==> config.mk <==
export PLATFORM = sky130hd
export DESIGN_NAME = slt_ctrl
export DESIGN_NICKNAME = d
export VERILOG_FILES = /design/src/rtl/core/slt_pkg.sv /design/src/rtl/core/slt_cmp.sv /design/src/rtl/core/slt_ctrl.sv
export SDC_FILE = /design/constraint.sdc
export NUM_CORES = 1
export LEC_CHECK = 0
export BUFFER_PORTS_ARGS = -buffer_cell sky130_fd_sc_hd__buf_2
export CAP_MARGIN = 10
export CELL_PAD_IN_SITES_DETAIL_PLACEMENT = 1
export CELL_PAD_IN_SITES_GLOBAL_PLACEMENT = 1
export CORE_UTILIZATION = 39
export DETAILED_ROUTE_END_ITERATION = 16
export GPL_ROUTABILITY_DRIVEN = 0
export PLACE_DENSITY = 0.79
export SKIP_LAST_GASP = 1
export SLEW_MARGIN = 30
export SYNTH_ARGS = -nofsm -noshare
export SYNTH_HDL_FRONTEND = slang
export SYNTH_HIERARCHICAL = 1
export SYNTH_SLANG_ARGS = --single-unit
export TNS_END_PERCENT = 30
==> constraint.sdc <==
create_clock -name clock -period 6.53 [get_ports clock]
set_input_delay 1.959 -clock clock [delete_from_list [all_inputs] [get_ports clock]]
set_output_delay 1.959 -clock clock [all_outputs]
set_load 0.05 [all_outputs]
==> src/rtl/core/slt_pkg.sv <==
// ----------------------------------------------------------------------------
// slt_pkg: shared types and codes of the sorted label table
// Request/response structs, operation and status codes, sequencer states.
// ----------------------------------------------------------------------------
package slt_pkg;

   // Fixed field widths of the request and response
   localparam int TYPE_BITS  = 8;
   localparam int CLASS_LSB  = 4;   // upper nibble of the type byte ranks the class
   localparam int SLOT_BITS  = 10;
   localparam int OCC_BITS   = 11;
   localparam int STAT_BITS  = 3;

   // Operation codes
   localparam logic [1:0] MODE_FIND   = 2'd0;
   localparam logic [1:0] MODE_INSERT = 2'd1;
   localparam logic [1:0] MODE_REMOVE = 2'd2;

   // Status codes
   localparam logic [STAT_BITS-1:0] STATUS_INSERTED = 3'd0;
   localparam logic [STAT_BITS-1:0] STATUS_UPGRADED = 3'd1;
   localparam logic [STAT_BITS-1:0] STATUS_REUSED   = 3'd2;
   localparam logic [STAT_BITS-1:0] STATUS_FOUND    = 3'd3;
   localparam logic [STAT_BITS-1:0] STATUS_ABSENT   = 3'd4;
   localparam logic [STAT_BITS-1:0] STATUS_REMOVED  = 3'd5;
   localparam logic [STAT_BITS-1:0] STATUS_FULL     = 3'd6;

   typedef struct packed {
      logic [1:0]  mode;
      logic [31:0] address;
      logic [7:0]  label_type;
      logic [7:0]  segment;
   } req_item_type;

   typedef struct packed {
      logic [STAT_BITS-1:0] status;
      logic [SLOT_BITS-1:0] slot;
      logic [7:0]           stored_type;
      logic [7:0]           stored_segment;
      logic [OCC_BITS-1:0]  occupancy;
   } rsp_item_type;

   // Outcome of the shared compare unit
   typedef struct packed {
      logic key_lt;     // stored key below request key
      logic key_eq;     // stored key equals request key
      logic class_gt;   // request type class above stored type class
   } cmp_result_type;

   typedef enum logic [2:0] {
      S_IDLE,
      S_SEARCH,
      S_SEARCH_CMP,
      S_PROBE,
      S_SHIFT_UP,
      S_WRITE_NEW,
      S_SHIFT_DOWN
   } state_type;

endpackage

==> src/rtl/core/slt_cmp.sv <==
// ----------------------------------------------------------------------------
// slt_cmp: shared compare unit
// Compares a stored entry against the request key and type class.
// ----------------------------------------------------------------------------
module slt_cmp #(
   parameter int KEY_BITS = 32
) (
   input  logic [KEY_BITS-1:0]           entry_key,
   input  logic [slt_pkg::TYPE_BITS-1:0] entry_type,
   input  logic [KEY_BITS-1:0]           req_key,
   input  logic [slt_pkg::TYPE_BITS-1:0] req_type,
   output slt_pkg::cmp_result_type       result
);

   // Key order and type class rank
   always_comb begin
      result.key_lt   = entry_key < req_key;
      result.key_eq   = entry_key == req_key;
      result.class_gt = req_type[slt_pkg::TYPE_BITS-1:slt_pkg::CLASS_LSB] >
                        entry_type[slt_pkg::TYPE_BITS-1:slt_pkg::CLASS_LSB];
   end

endmodule

==> src/rtl/core/slt_ctrl.sv <==
// ----------------------------------------------------------------------------
// slt_ctrl: sequencer of the sorted label table
// Binary search, presence probe and one-entry-per-cycle shifts over the RAM.
// ----------------------------------------------------------------------------
module slt_ctrl #(
   parameter int CAPACITY  = 1024,
   parameter int ADDR_BITS = 32,
   parameter int SEG_BITS  = 8,
   localparam int IW = $clog2(CAPACITY),
   localparam int EW = ADDR_BITS + slt_pkg::TYPE_BITS + SEG_BITS
) (
   input  logic                  clock,
   input  logic                  reset,
   input  logic                  start,
   input  slt_pkg::req_item_type req_data,
   output logic                  busy,
   output logic                  rsp_valid,
   output slt_pkg::rsp_item_type rsp_data,
   output logic                  ram_rd_en,
   output logic [IW-1:0]         ram_rd_addr,
   input  logic [EW-1:0]         ram_rd_data,
   output logic                  ram_wr_en,
   output logic [IW-1:0]         ram_wr_addr,
   output logic [EW-1:0]         ram_wr_data
);

   localparam int CW = $clog2(CAPACITY + 1);
   localparam int TB = slt_pkg::TYPE_BITS;

   slt_pkg::state_type state_ff, state_in;

   logic [1:0]           mode_ff, mode_in;
   logic [ADDR_BITS-1:0] key_ff, key_in;
   logic [TB-1:0]        type_ff, type_in;
   logic [SEG_BITS-1:0]  seg_ff, seg_in;
   logic [CW-1:0]        lo_ff, lo_in;
   logic [CW-1:0]        hi_ff, hi_in;
   logic [CW-1:0]        src_ff, src_in;
   logic [CW-1:0]        total_ff, total_in;
   logic                 probe_hit_ff, probe_hit_in;
   logic                 rsp_valid_ff, rsp_valid_in;
   slt_pkg::rsp_item_type rsp_ff, rsp_in;

   logic [ADDR_BITS-1:0] ent_key;
   logic [TB-1:0]        ent_type;
   logic [SEG_BITS-1:0]  ent_seg;
   slt_pkg::cmp_result_type cmp;

   logic [CW-1:0] mid;
   logic [CW-1:0] last;
   logic          present;
   logic          full;
   logic          range_open;
   logic          pos_inside;
   logic          more_down;

   // Split the RAM word into its fields
   assign ent_key  = ram_rd_data[EW-1 -: ADDR_BITS];
   assign ent_type = ram_rd_data[SEG_BITS +: TB];
   assign ent_seg  = ram_rd_data[SEG_BITS-1:0];

   slt_cmp #(
      .KEY_BITS(ADDR_BITS)
   ) u_cmp (
      .entry_key (ent_key),
      .entry_type(ent_type),
      .req_key   (key_ff),
      .req_type  (type_ff),
      .result    (cmp)
   );

   // Decision terms shared by both state machine blocks
   assign mid        = lo_ff + ((hi_ff - lo_ff) >> 1);
   assign last       = total_ff - 1'b1;
   assign present    = probe_hit_ff & cmp.key_eq;
   assign full       = total_ff == CW'(CAPACITY);
   assign range_open = lo_ff < hi_ff;
   assign pos_inside = lo_ff < total_ff;
   assign more_down  = CW'(lo_ff + 1'b1) < total_ff;

   // Next state
   always_comb begin
      state_in = state_ff;
      unique case (state_ff)
         slt_pkg::S_IDLE: begin
            if (start) begin
               state_in = slt_pkg::S_SEARCH;
            end
         end
         slt_pkg::S_SEARCH: begin
            state_in = range_open ? slt_pkg::S_SEARCH_CMP : slt_pkg::S_PROBE;
         end
         slt_pkg::S_SEARCH_CMP: begin
            state_in = slt_pkg::S_SEARCH;
         end
         slt_pkg::S_PROBE: begin
            state_in = slt_pkg::S_IDLE;
            if (mode_ff == slt_pkg::MODE_INSERT) begin
               if (!present && !full && pos_inside) begin
                  state_in = slt_pkg::S_SHIFT_UP;
               end
            end else if (mode_ff == slt_pkg::MODE_REMOVE) begin
               if (present && more_down) begin
                  state_in = slt_pkg::S_SHIFT_DOWN;
               end
            end
         end
         slt_pkg::S_SHIFT_UP: begin
            if (src_ff == lo_ff) begin
               state_in = slt_pkg::S_WRITE_NEW;
            end
         end
         slt_pkg::S_WRITE_NEW: begin
            state_in = slt_pkg::S_IDLE;
         end
         slt_pkg::S_SHIFT_DOWN: begin
            if (src_ff == last) begin
               state_in = slt_pkg::S_IDLE;
            end
         end
         default: begin
            state_in = slt_pkg::S_IDLE;
         end
      endcase
   end

   // Datapath, RAM commands and response
   always_comb begin
      mode_in      = mode_ff;
      key_in       = key_ff;
      type_in      = type_ff;
      seg_in       = seg_ff;
      lo_in        = lo_ff;
      hi_in        = hi_ff;
      src_in       = src_ff;
      total_in     = total_ff;
      probe_hit_in = probe_hit_ff;
      rsp_valid_in = 1'b0;
      rsp_in       = rsp_ff;
      ram_rd_en    = 1'b0;
      ram_rd_addr  = IW'(lo_ff);
      ram_wr_en    = 1'b0;
      ram_wr_addr  = IW'(lo_ff);
      ram_wr_data  = ram_rd_data;

      unique case (state_ff)
         slt_pkg::S_IDLE: begin
            // Capture the request and open the full search range
            if (start) begin
               mode_in = req_data.mode;
               key_in  = ADDR_BITS'(req_data.address);
               type_in = req_data.label_type;
               seg_in  = SEG_BITS'(req_data.segment);
               lo_in   = '0;
               hi_in   = total_ff;
            end
         end
         slt_pkg::S_SEARCH: begin
            // Read the midpoint, or probe the lower bound once the range closes
            if (range_open) begin
               ram_rd_en   = 1'b1;
               ram_rd_addr = IW'(mid);
               src_in      = mid;
            end else begin
               probe_hit_in = pos_inside;
               ram_rd_en    = pos_inside;
               ram_rd_addr  = IW'(lo_ff);
            end
         end
         slt_pkg::S_SEARCH_CMP: begin
            // Narrow the range
            if (cmp.key_lt) begin
               lo_in = CW'(src_ff + 1'b1);
            end else begin
               hi_in = src_ff;
            end
         end
         slt_pkg::S_PROBE: begin
            rsp_in.slot           = slt_pkg::SLOT_BITS'(lo_ff);
            rsp_in.stored_type    = ent_type;
            rsp_in.stored_segment = 8'(ent_seg);
            rsp_in.occupancy      = slt_pkg::OCC_BITS'(total_ff);
            case (mode_ff)
               slt_pkg::MODE_INSERT: begin
                  if (present) begin
                     // Raise the class in place or reuse the entry
                     rsp_valid_in = 1'b1;
                     if (cmp.class_gt) begin
                        ram_wr_en          = 1'b1;
                        ram_wr_data        = {key_ff, type_ff, ent_seg};
                        rsp_in.status      = slt_pkg::STATUS_UPGRADED;
                        rsp_in.stored_type = type_ff;
                     end else begin
                        rsp_in.status = slt_pkg::STATUS_REUSED;
                     end
                  end else if (full) begin
                     rsp_valid_in          = 1'b1;
                     rsp_in.status         = slt_pkg::STATUS_FULL;
                     rsp_in.slot           = '0;
                     rsp_in.stored_type    = '0;
                     rsp_in.stored_segment = '0;
                  end else if (pos_inside) begin
                     // Start the upward shift from the top entry
                     ram_rd_en   = 1'b1;
                     ram_rd_addr = IW'(last);
                     src_in      = last;
                  end else begin
                     // Append at the end
                     ram_wr_en             = 1'b1;
                     ram_wr_data           = {key_ff, type_ff, seg_ff};
                     total_in              = CW'(total_ff + 1'b1);
                     rsp_valid_in          = 1'b1;
                     rsp_in.status         = slt_pkg::STATUS_INSERTED;
                     rsp_in.stored_type    = type_ff;
                     rsp_in.stored_segment = 8'(seg_ff);
                     rsp_in.occupancy      = slt_pkg::OCC_BITS'(total_in);
                  end
               end
               slt_pkg::MODE_REMOVE: begin
                  if (!present) begin
                     rsp_valid_in          = 1'b1;
                     rsp_in.status         = slt_pkg::STATUS_ABSENT;
                     rsp_in.slot           = '0;
                     rsp_in.stored_type    = '0;
                     rsp_in.stored_segment = '0;
                  end else if (more_down) begin
                     // Hold the removed fields and start the downward shift
                     type_in     = ent_type;
                     seg_in      = ent_seg;
                     ram_rd_en   = 1'b1;
                     ram_rd_addr = IW'(lo_ff + 1'b1);
                     src_in      = CW'(lo_ff + 1'b1);
                  end else begin
                     total_in         = last;
                     rsp_valid_in     = 1'b1;
                     rsp_in.status    = slt_pkg::STATUS_REMOVED;
                     rsp_in.occupancy = slt_pkg::OCC_BITS'(total_in);
                  end
               end
               default: begin
                  // Find, and the unused code
                  rsp_valid_in = 1'b1;
                  if (present) begin
                     rsp_in.status = slt_pkg::STATUS_FOUND;
                  end else begin
                     rsp_in.status         = slt_pkg::STATUS_ABSENT;
                     rsp_in.slot           = '0;
                     rsp_in.stored_type    = '0;
                     rsp_in.stored_segment = '0;
                  end
               end
            endcase
         end
         slt_pkg::S_SHIFT_UP: begin
            // Move one entry up while reading the next one below
            ram_wr_en   = 1'b1;
            ram_wr_addr = IW'(src_ff + 1'b1);
            if (src_ff != lo_ff) begin
               ram_rd_en   = 1'b1;
               ram_rd_addr = IW'(src_ff - 1'b1);
               src_in      = src_ff - 1'b1;
            end
         end
         slt_pkg::S_WRITE_NEW: begin
            // Drop the new entry into the opened slot
            ram_wr_en             = 1'b1;
            ram_wr_data           = {key_ff, type_ff, seg_ff};
            total_in              = CW'(total_ff + 1'b1);
            rsp_valid_in          = 1'b1;
            rsp_in.status         = slt_pkg::STATUS_INSERTED;
            rsp_in.slot           = slt_pkg::SLOT_BITS'(lo_ff);
            rsp_in.stored_type    = type_ff;
            rsp_in.stored_segment = 8'(seg_ff);
            rsp_in.occupancy      = slt_pkg::OCC_BITS'(total_in);
         end
         slt_pkg::S_SHIFT_DOWN: begin
            // Move one entry down while reading the next one above
            ram_wr_en   = 1'b1;
            ram_wr_addr = IW'(src_ff - 1'b1);
            if (src_ff == last) begin
               total_in              = last;
               rsp_valid_in          = 1'b1;
               rsp_in.status         = slt_pkg::STATUS_REMOVED;
               rsp_in.slot           = slt_pkg::SLOT_BITS'(lo_ff);
               rsp_in.stored_type    = type_ff;
               rsp_in.stored_segment = 8'(seg_ff);
               rsp_in.occupancy      = slt_pkg::OCC_BITS'(total_in);
            end else begin
               ram_rd_en   = 1'b1;
               ram_rd_addr = IW'(src_ff + 1'b1);
               src_in      = CW'(src_ff + 1'b1);
            end
         end
         default: begin
         end
      endcase
   end

   // Control registers
   always_ff @(posedge clock) begin
      if (reset) begin
         state_ff     <= slt_pkg::S_IDLE;
         total_ff     <= '0;
         rsp_valid_ff <= 1'b0;
      end else begin
         state_ff     <= state_in;
         total_ff     <= total_in;
         rsp_valid_ff <= rsp_valid_in;
      end
   end

   // Payload registers
   always_ff @(posedge clock) begin
      mode_ff      <= mode_in;
      key_ff       <= key_in;
      type_ff      <= type_in;
      seg_ff       <= seg_in;
      lo_ff        <= lo_in;
      hi_ff        <= hi_in;
      src_ff       <= src_in;
      probe_hit_ff <= probe_hit_in;
      rsp_ff       <= rsp_in;
   end

   assign busy      = state_ff != slt_pkg::S_IDLE;
   assign rsp_valid = rsp_valid_ff;
   assign rsp_data  = rsp_ff;

endmodule

==> results.json <==
{
  "status": "complete, but fails checks",
  "violations": "setup timing",
  "cp_slowest_cell": "or3_4",
  "max-slew-margin-rel_pct": 32.57,
  "critPathRequiredTime_ns": 4.57,
  "vias": 13280,
  "grt_max_degree": 34,
  "cts_tree": "done",
  "synth_flop_cell": "edfxtp_1",
  "crit_buf_inv": 5,
  "die_h_microns": 177.9,
  "fp-row-count": 64,
  "synthSimpleGateAreaFrac_pct": 16.06,
  "final_area_sq_um": 15990,
  "wl_met1_microns": 20080,
  "grt_pass1_vias": 13660,
  "yosys_warnings": 6,
  "r2r_end": "seg_ff[2]",
  "io_pins": 213,
  "globalRouteOverflowTotal": 0,
  "dr_wl_met3_microns": 5427,
  "dpl-instance-area_sq_um": 14220,
  "stdcell_count": 2056,
  "rrSetupSlack_ns": 1.89,
  "antenna_found_initial": 0,
  "die-area_sq_um": 31630,
  "synth_compound_area_share_pct": 23.64,
  "drc": 0,
  "cp.arrival_ns": 4.85,
  "dpl.hpwl_microns": 37780,
  "path_clk_slew_ns": 0.07,
  "wl_microns": 55560,
  "fp.dieW_microns": 177.9,
  "yosysUniqueCellTypes": 83,
  "rsz0062_at_grt": "true",
  "finalMaxSlewViolations": 0,
  "final_cell_mix": "buf_2, nand2_1, buf_4",
  "antenna_cells": 0,
  "holdPathStages": 1,
  "crit_family": "simple AND/OR/NAND/NOR gates",
  "place.port_buffers": 212,
  "clock_path_buffers": 2,
  "synth_adder_area_share_pct": 9.357,
  "r2r_cells": 15,
  "syn2layout_area_growth_pct": 32.59,
  "postRouteAntennaNets": 0,
  "numCtsBuffers": 17,
  "synthXorXnorAreaFrac_pct": 5.851,
  "synth_top_family_by_area": "compound AO/OA/AOI/OAI gates",
  "startpoint": "ram_rd_data[44]",
  "cts_sinks": 139,
  "p_total_mw": 4.065,
  "synth_nets": 1568,
  "grt_util_all_layers_pct": 34.56,
  "crit-reg2reg-launch": "lo_ff[3]",
  "postSynthAreaPerCell_sq_um": 8.753,
  "maxCapViolCount": 0,
  "synth_edf_count": 124,
  "drt-vias-per-instance": 6.459,
  "nNetsFinal": 1837,
  "grt_pass1_wl_microns": 81810,
  "synth_seq_area_share_pct": 33.36,
  "finClkSkew_ns": 0.01627,
  "fill_cells": 3499,
  "ys_ff_latch": 139,
  "power.density_nw_per_um2": 254.2,
  "drtPass1Iterations": 7,
  "fin_ws_ns": -0.2813,
  "min_from": "seg_ff[3]",
  "finalCritPeriodShare_pct": 104.3,
  "wl_per_cell_microns": 27.02,
  "routed.top_layer": "met4",
  "cts_hold_buf": 0,
  "wl_met2_microns": 26330,
  "end_kind": "primary output",
  "slowest_delay_ns": 0.37,
  "dpl.cell_count": 1997,
  "initial_core_util_pct": 39.53,
  "path_cells": "buf_8 -> ha_4 -> nand4_1 -> or3_4 -> nor2_4 -> nand2_2 -> nor2_4 -> and2_4 -> buf_12 -> buf_6 -> buf_4 -> nand4_1 -> xnor2_1 -> a22oi_1 -> nor2_1 -> a221o_1 -> buf_2",
  "cp_max_fo": 3,
  "hold_class": "reg -> reg",
  "fmax_mhz": 146.8,
  "drive_above_1_share_pct": 31.08,
  "min_period_ns": 6.811,
  "dr.first_iter.drc_count": 1400,
  "worst-setup-path-type": "in -> out",
  "mostFrequentLayoutCell": "buf_2",
  "ir_drop_uv": 128.8,
  "finalSetupViolCount": 60,
  "clk_latency_ns": 0.46,
  "holdPathEnd": "rsp_data[14]",
  "finalHoldViolations": 0,
  "synth_mux_area_share_pct": 5.902,
  "critPathLaunchType": "input port",
  "async_flop_share_pct": 0,
  "power_leakage_nw": 6.556,
  "syn_area_sq_um": 12060,
  "core-area_sq_um": 30510,
  "htreeDepth": 4,
  "tightest_slew_ns": 1.009,
  "syn_inst": 1378,
  "root_buffer": "clkbuf_16"
}
-- logic make-up (layout without fill, tap and decap cells) --
| kind of cell | count (synthesis) | in the layout |
|---|---|---|
| compound gates | 414 | 414 |
| simple gates | 411 | 411 |
| buf+inv | 182 | 464 |
| flops | 139 | 139 |
| fa+ha+maj | 89 | 89 |
| xor+xnor | 79 | 79 |
| mux | 64 | 64 |
-- per-stage QoR --
step                hold WS [ns]  setup slack, ns  utilization [%]    TNS [ns]
floorplan                 0.5260      -0.00003597                -  -0.0003597
global placement          0.5462          -0.3875            46.59      -16.75
detailed placement        0.5697          -0.4820            46.60      -20.49
CTS                       0.5833          -0.1084            51.42      -2.804
global route              0.5948          -0.3320            52.42      -15.87
finish                    0.5848          -0.2813            52.42      -11.25
-- registers in the layout, indices dropped and copies added, names as in the netlist --
name and cells:
lo_ff 11, type_ff 8, total_ff 11, mode_ff 2, rsp_data 40, src_ff 11
seg_ff 8, hi_ff 11, state_ff 3, key_ff 32, rsp_valid 1, probe_hit_ff 1
-- worst max path at each step --
stage / to / slack, ns / depth (start not counted)
after global placement: ram_rd_addr[9] / -0.39 / 14
after detailed placement: ram_rd_addr[9] / -0.48 / 15
final: ram_rd_addr[2] / -0.28 / 17
after CTS: ram_wr_data[47] / -0.11 / 18
after global routing: ram_wr_data[38] / -0.33 / 18
after floorplan: ram_wr_data[24] / -0.00004 / 14
-- final cells by class --
cell class / count / area, sq um / area share, %
multi-input cells: 1057 / 7940 / 49.65
well taps: 396 / 495.5 / 3.098
clock inverters: 12 / 135.1 / 0.8449
flip-flops and latches: 139 / 4024 / 25.16
repair buffers: 342 / 2594 / 16.22
inverters: 90 / 337.8 / 2.112
clock buffers: 20 / 466.7 / 2.918
-- per-layer routing --
layer,vias to the layer above,global-route usage (%)
li1,5683,-
met2,882,57.93
met3,275,7.969
met5,-,0
met1,6440,40.05
met4,0,20.48
-- synth_stat cells, types with 15 or more instances --
library cell | instances | area, sq um
nand3_1 | 36 | 180.2
a21o_1 | 18 | 135.1
clkbuf_1 | 73 | 274.0
nor3_1 | 25 | 125.1
o22ai_1 | 23 | 143.9
mux2_2 | 53 | 596.8
a22o_1 | 16 | 140.1
nand4_1 | 17 | 106.4
a211oi_1 | 19 | 142.6
inv_1 | 85 | 319.1
xnor2_1 | 49 | 429.2
a31oi_1 | 17 | 106.4
dfxtp_1 | 15 | 300.3
nor2_1 | 96 | 360.4
a21oi_1 | 109 | 545.5
ha_1 | 87 | 1089
edfxtp_1 | 124 | 3724
nand2_1 | 147 | 551.8
o21ai_0 | 63 | 315.3
xor2_1 | 29 | 254.0
-- report_power, final --
group	total (mW)	internal, mW	switching (mW)
clock network	1.04	0.597	0.446
registers	1.21	1.09	0.121
logic	1.81	0.677	1.14
-- repair_timing --
item | 4_1_cts | 5_1_grt
pin swaps | 20 | 26
resized for setup | 152 | 56
cloned | 4 | 0
endpoints found under the hold margin | 0 | 0
setup endpoints to repair | 60 | 60
buffers inserted | 12 | 12
Power figures use the tool's default switching activity.
